**src/sv/otahc_pkg.sv**
```systemverilog
// ----------------------------------------------------------------------------
// otahc_pkg
// Shared types and constants for the outside temperature average and
// heating curve block.
// ----------------------------------------------------------------------------
package otahc_pkg;

	// Field widths.
	localparam int TEMP_W = 8;
	localparam int WIN_W  = 6;

	// History of half-hour samples.
	localparam int HISTORY_DEPTH = 96;
	localparam int HAW  = $clog2(HISTORY_DEPTH);
	localparam int CNTW = $clog2(HISTORY_DEPTH + 1);
	// Signed sum of up to HISTORY_DEPTH samples, and its magnitude.
	localparam int SUMW = CNTW + TEMP_W;
	localparam int MAGW = SUMW - 1;
	localparam int DCW  = $clog2(MAGW);

	// Heating curve.
	localparam int CURVE_SIZE = 36;
	localparam int CURVE_IW   = $clog2(CURVE_SIZE);
	localparam int CURVE_LAST = 35;
	localparam int CURVE_OFS  = 20;
	localparam int AVG_HI     = 15;
	localparam int AVG_LO     = -20;

	// Configuration reset value.
	localparam int WIN_RESET = 12;

	// Queue between front and back.
	localparam int QUEUE_DEPTH = 2;
	localparam int QAW = (QUEUE_DEPTH > 1) ? $clog2(QUEUE_DEPTH) : 1;
	localparam int QCW = $clog2(QUEUE_DEPTH + 1);

	// One unit of work for the back end.
	typedef struct packed {
		logic                       is_curve;
		logic signed [TEMP_W-1:0]   temp;
		logic [CURVE_IW-1:0]        idx;
		logic signed [TEMP_W-1:0]   val;
	} work_item_t;

	// Front to queue.
	typedef struct packed {
		logic       push;
		work_item_t item;
	} work_push_t;

	// Queue to back.
	typedef struct packed {
		logic       valid;
		work_item_t item;
	} work_head_t;

	// Back end sequencer states.
	typedef enum logic [2:0] {
		BK_IDLE,
		BK_ACCUM,
		BK_DIV,
		BK_LOOK,
		BK_RESULT
	} back_state_t;

endpackage

```
**src/sv/otahc_queue.sv**
```systemverilog
// ----------------------------------------------------------------------------
// otahc_queue
// Short FIFO of work items between the front and the back.
// ----------------------------------------------------------------------------
module otahc_queue import otahc_pkg::*; (
	input  logic        clk,
	input  logic        arst_n,
	input  work_push_t  q_push,
	output logic        q_full,
	input  logic        q_pop,
	output work_head_t  q_head
);

	work_item_t         slot_q [QUEUE_DEPTH];
	logic [QAW-1:0]     wr_ptr_q;
	logic [QAW-1:0]     rd_ptr_q;
	logic [QCW-1:0]     level_q;
	logic               do_push;
	logic               do_pop;

	assign q_full  = (level_q == QCW'(QUEUE_DEPTH));
	assign do_push = q_push.push && !q_full;
	assign do_pop  = q_pop && (level_q != '0);

	// Pointers and fill level.
	always_ff @(posedge clk or negedge arst_n) begin
		if (!arst_n) begin
			wr_ptr_q <= '0;
			rd_ptr_q <= '0;
			level_q  <= '0;
		end else begin
			if (do_push) begin
				wr_ptr_q <= (wr_ptr_q == QAW'(QUEUE_DEPTH - 1)) ? '0 : wr_ptr_q + 1'b1;
			end
			if (do_pop) begin
				rd_ptr_q <= (rd_ptr_q == QAW'(QUEUE_DEPTH - 1)) ? '0 : rd_ptr_q + 1'b1;
			end
			if (do_push && !do_pop) begin
				level_q <= level_q + 1'b1;
			end else if (do_pop && !do_push) begin
				level_q <= level_q - 1'b1;
			end
		end
	end

	// Storage.
	always_ff @(posedge clk) begin
		if (do_push) begin
			slot_q[wr_ptr_q] <= q_push.item;
		end
	end

	assign q_head.valid = (level_q != '0);
	assign q_head.item  = slot_q[rd_ptr_q];

endmodule

```
**config.mk**
```make
export PLATFORM = sky130hd
export DESIGN_NAME = otahc_queue
export DESIGN_NICKNAME = d
export VERILOG_FILES = /design/src/sv/otahc_pkg.sv /design/src/sv/otahc_queue.sv
export SDC_FILE = /design/constraint.sdc
export NUM_CORES = 1
export LEC_CHECK = 0
export BUFFER_PORTS_ARGS = -buffer_cell sky130_fd_sc_hd__buf_4
export CORE_ASPECT_RATIO = 1.1
export CORE_MARGIN = 2
export CORE_UTILIZATION = 46
export DETAILED_ROUTE_END_ITERATION = 10
export PLACE_DENSITY = 0.72
export SLEW_MARGIN = 30
export SYNTH_ARGS = -nofsm -noshare
export SYNTH_HDL_FRONTEND = slang
export SYNTH_SLANG_ARGS = --single-unit
```
**constraint.sdc**
```tcl
create_clock -name clk -period 1.9 [get_ports clk]
set_input_delay 0.095 -clock clk [delete_from_list [all_inputs] [get_ports clk]]
set_output_delay 0.095 -clock clk [all_outputs]
set_load 0.02 [all_outputs]
```
==> reports/summary.txt <==
FF-to-FF setup slack - 370 ps
Post-Syn Area per Cell - 21.57 um2
Period minus WS final - 1574 ps
Period utilisation layout - 0.8285
Pwr Density - 1480 nW/um2
Vias in the first global route - 1161
Area grow syn2layout - 41.62%
IO buf count - 51
Cell taking the most area after synthesis - edfxtp_1
MaxCap Viol Count - 0
Met3 wire length - 168 um
GRT overflow - 0
Final Setup Violations - 0
Final Skew - 6.060 ps
Yosys warns - 0
Nets - 204
Worst-path clk slew - 80 ps
DR vias - 1069
Slew margin rel. - 0.7905
Count of final hold-check violations - 0
Residual DRC - 0
Post-route setup TNS - 0 ps
Register area - 1481 um2
Status - finished, final reports clean
Final Hold Slack - 84.01 ps
Total CTS buffers - 5
GPL Wtd Cong - 0.6548
Post CTS Setup Buffer Count - 0
H-Tree Depth - 2
WL final - 3290 um
Seq/Total Area, Yosys - 0.7546
Die height - 72.52 um
Largest fanout on the critical path - 18
RSZ-0062 raised after global routing - false
Hold Path Sink - rd_ptr_q
CTS tree - yes
Clock Root Buffer - clkbuf_8
DR top layer - met4
Metal-1 WL - 1316 um
Hold wc startpoint - q_pop
Placement Rows - 24
RR Startpoint - level_q[0]
Total power - 4.115 mW
Vias/cell - 4.668
Total GRT Usage - 0.1543
Hold Crit Depth - 3
Die Area - 4807 um2
Slew @ Worst Pin - 314.2 ps
Antenna viol nets, final - 0
Leakage - 1.145 nW
Post-Syn Area - 1963 um2
CP endpoint kind - output pin
Gate Count Post-Synth - 91
Initial antenna violation count - 0
Avg WL per Cell - 14.37 um
Multi-input gate area - 425.4 um2
Share of the synthesized area in the top cell type - 0.7036
EDFF count, synth - 46
Die X - 66.29 um
Post-synth ARST share - 0.08000
Pin count of the biggest net entering global routing - 19
HP Class - in -> reg
Met2 wire len - 1723 um
Setup crit start kind - flop
Layout cells sized above 1 - 0.5028
DR iter-0 viols - 30
Crit path kind - reg -> out
Top_reg_cell synth - edfxtp_1
Synth area leaders - edfxtp_1 70%, mux2_4 15%, dfrtp_1 5.1%, mux2_2 2.3%, buf_12 2.0%
Worst-Skew Late Latency - 290 ps
Max-slew violation count - 0
Worst Path Arrival - 1480 ps
Max rail drop VDD - 0.9184 mV
Post-cts resize count - 0
Cts hold-fix bufs - 24
R2R depth - 7
Critical path data required time - 1800 ps
Max frequency - 635.3 MHz
CTS Sinks - 50
Bufs on Longest Clock Path - 2
CP Launch Point - rd_ptr_q
Initial DRT Pass Iterations - 4
Syn Nets - 119
Core box area - 4024 um2
Reg2reg end - level_q[1]
Antenna cells - 0
Fill count - 283
First-pass GRT wire length - 5285 um
#FFs+latches synth - 50
I/O pin count - 52
DP HPWL - 2187 um
Initial Util - 0.4879
Yosys cell types - 16
-- worst max-delay path by stage --
| stage | slack (ps) | endpoint | depth (start not counted) |
|---|---|---|---|
| floorplan | 260 | slot_q[0][0] | 3 |
| global route | 250 | level_q[1] | 7 |
| global placement | 510 | level_q[1] | 7 |
| CTS | 300 | q_head[0] | 3 |
| detailed placement | 380 | level_q[1] | 7 |
| finish | 330 | q_head[8] | 3 |
-- logic make-up (layout without fill, tap and decap cells) --
family,after synthesis,in the layout,share of synthesized area
flops,50,50,0.7546
mux,23,23,0.1683
simple gates,7,7,0.01849
xor+xnor,5,5,0.02231
buf+inv,5,91,0.02996
fa+ha+maj,1,1,0.006372
-- flip-flops by register name (all words and copies together) (netlist names) --
name      count
slot_q       46
wr_ptr_q      1
level_q       2
rd_ptr_q      1
-- report_power, final --
group,switching (mW),internal (mW)
Sequential,0.0932,1.51
Combinational,0.829,0.844
Clock,0.316,0.520
-- critical path: stages, from the launching register on --
cell	delay (ps)
dfrtp_1	350
buf_4	310
mux2_2	380
buf_4	160
-- per-layer routing --
metal | GRT usage | vias to the layer above
li1 | - | 512
met1 | 0.1723 | 507
met2 | 0.2700 | 41
met3 | 0.04961 | 9
met4 | 0.06349 | 0
met5 | 0 | -
-- stage by stage --
stage / setup WS (ps) / instance area [um2] / cells / util
finish: 325.9 / 2780 / 229 / 0.6909
global route: 248.2 / 2780 / 229 / 0.6909
CTS: 302.1 / 2780 / 229 / 0.6909
detailed placement: 380.7 / 2407 / 197 / 0.5983
global placement: 506.8 / 2407 / 197 / 0.5983
floorplan: 263.1 / 1966 / 91 / -
-- area by class of cell --
cell class	instances	share of cell area
clock buffer	5	0.02475
clock inverter	3	0.02295
inverter	2	0.002700
multi-input combinational	36	0.1530
sequential	50	0.5329
tap	52	0.02340
timing repair buffer	81	0.2403
-- cell usage after synthesis, types with 2 or more instances --
library cell	number
edfxtp_1	46
mux2_4	19
dfrtp_1	4
mux2_2	4
xnor2_1	3
buf_12	2
inv_1	2
nor2_1	2
xor2_1	2
-- cell usage in the layout, fill, tap and decap left out, drive strengths merged, types with 3 or more instances in the layout --
cell / instances
clkbuf: 5
mux2: 23
dlygate4sd3: 24
buf: 57
xnor2: 3
dfrtp: 4
edfxtp: 46
No activity file was read; power rests on OpenSTA's default activity.
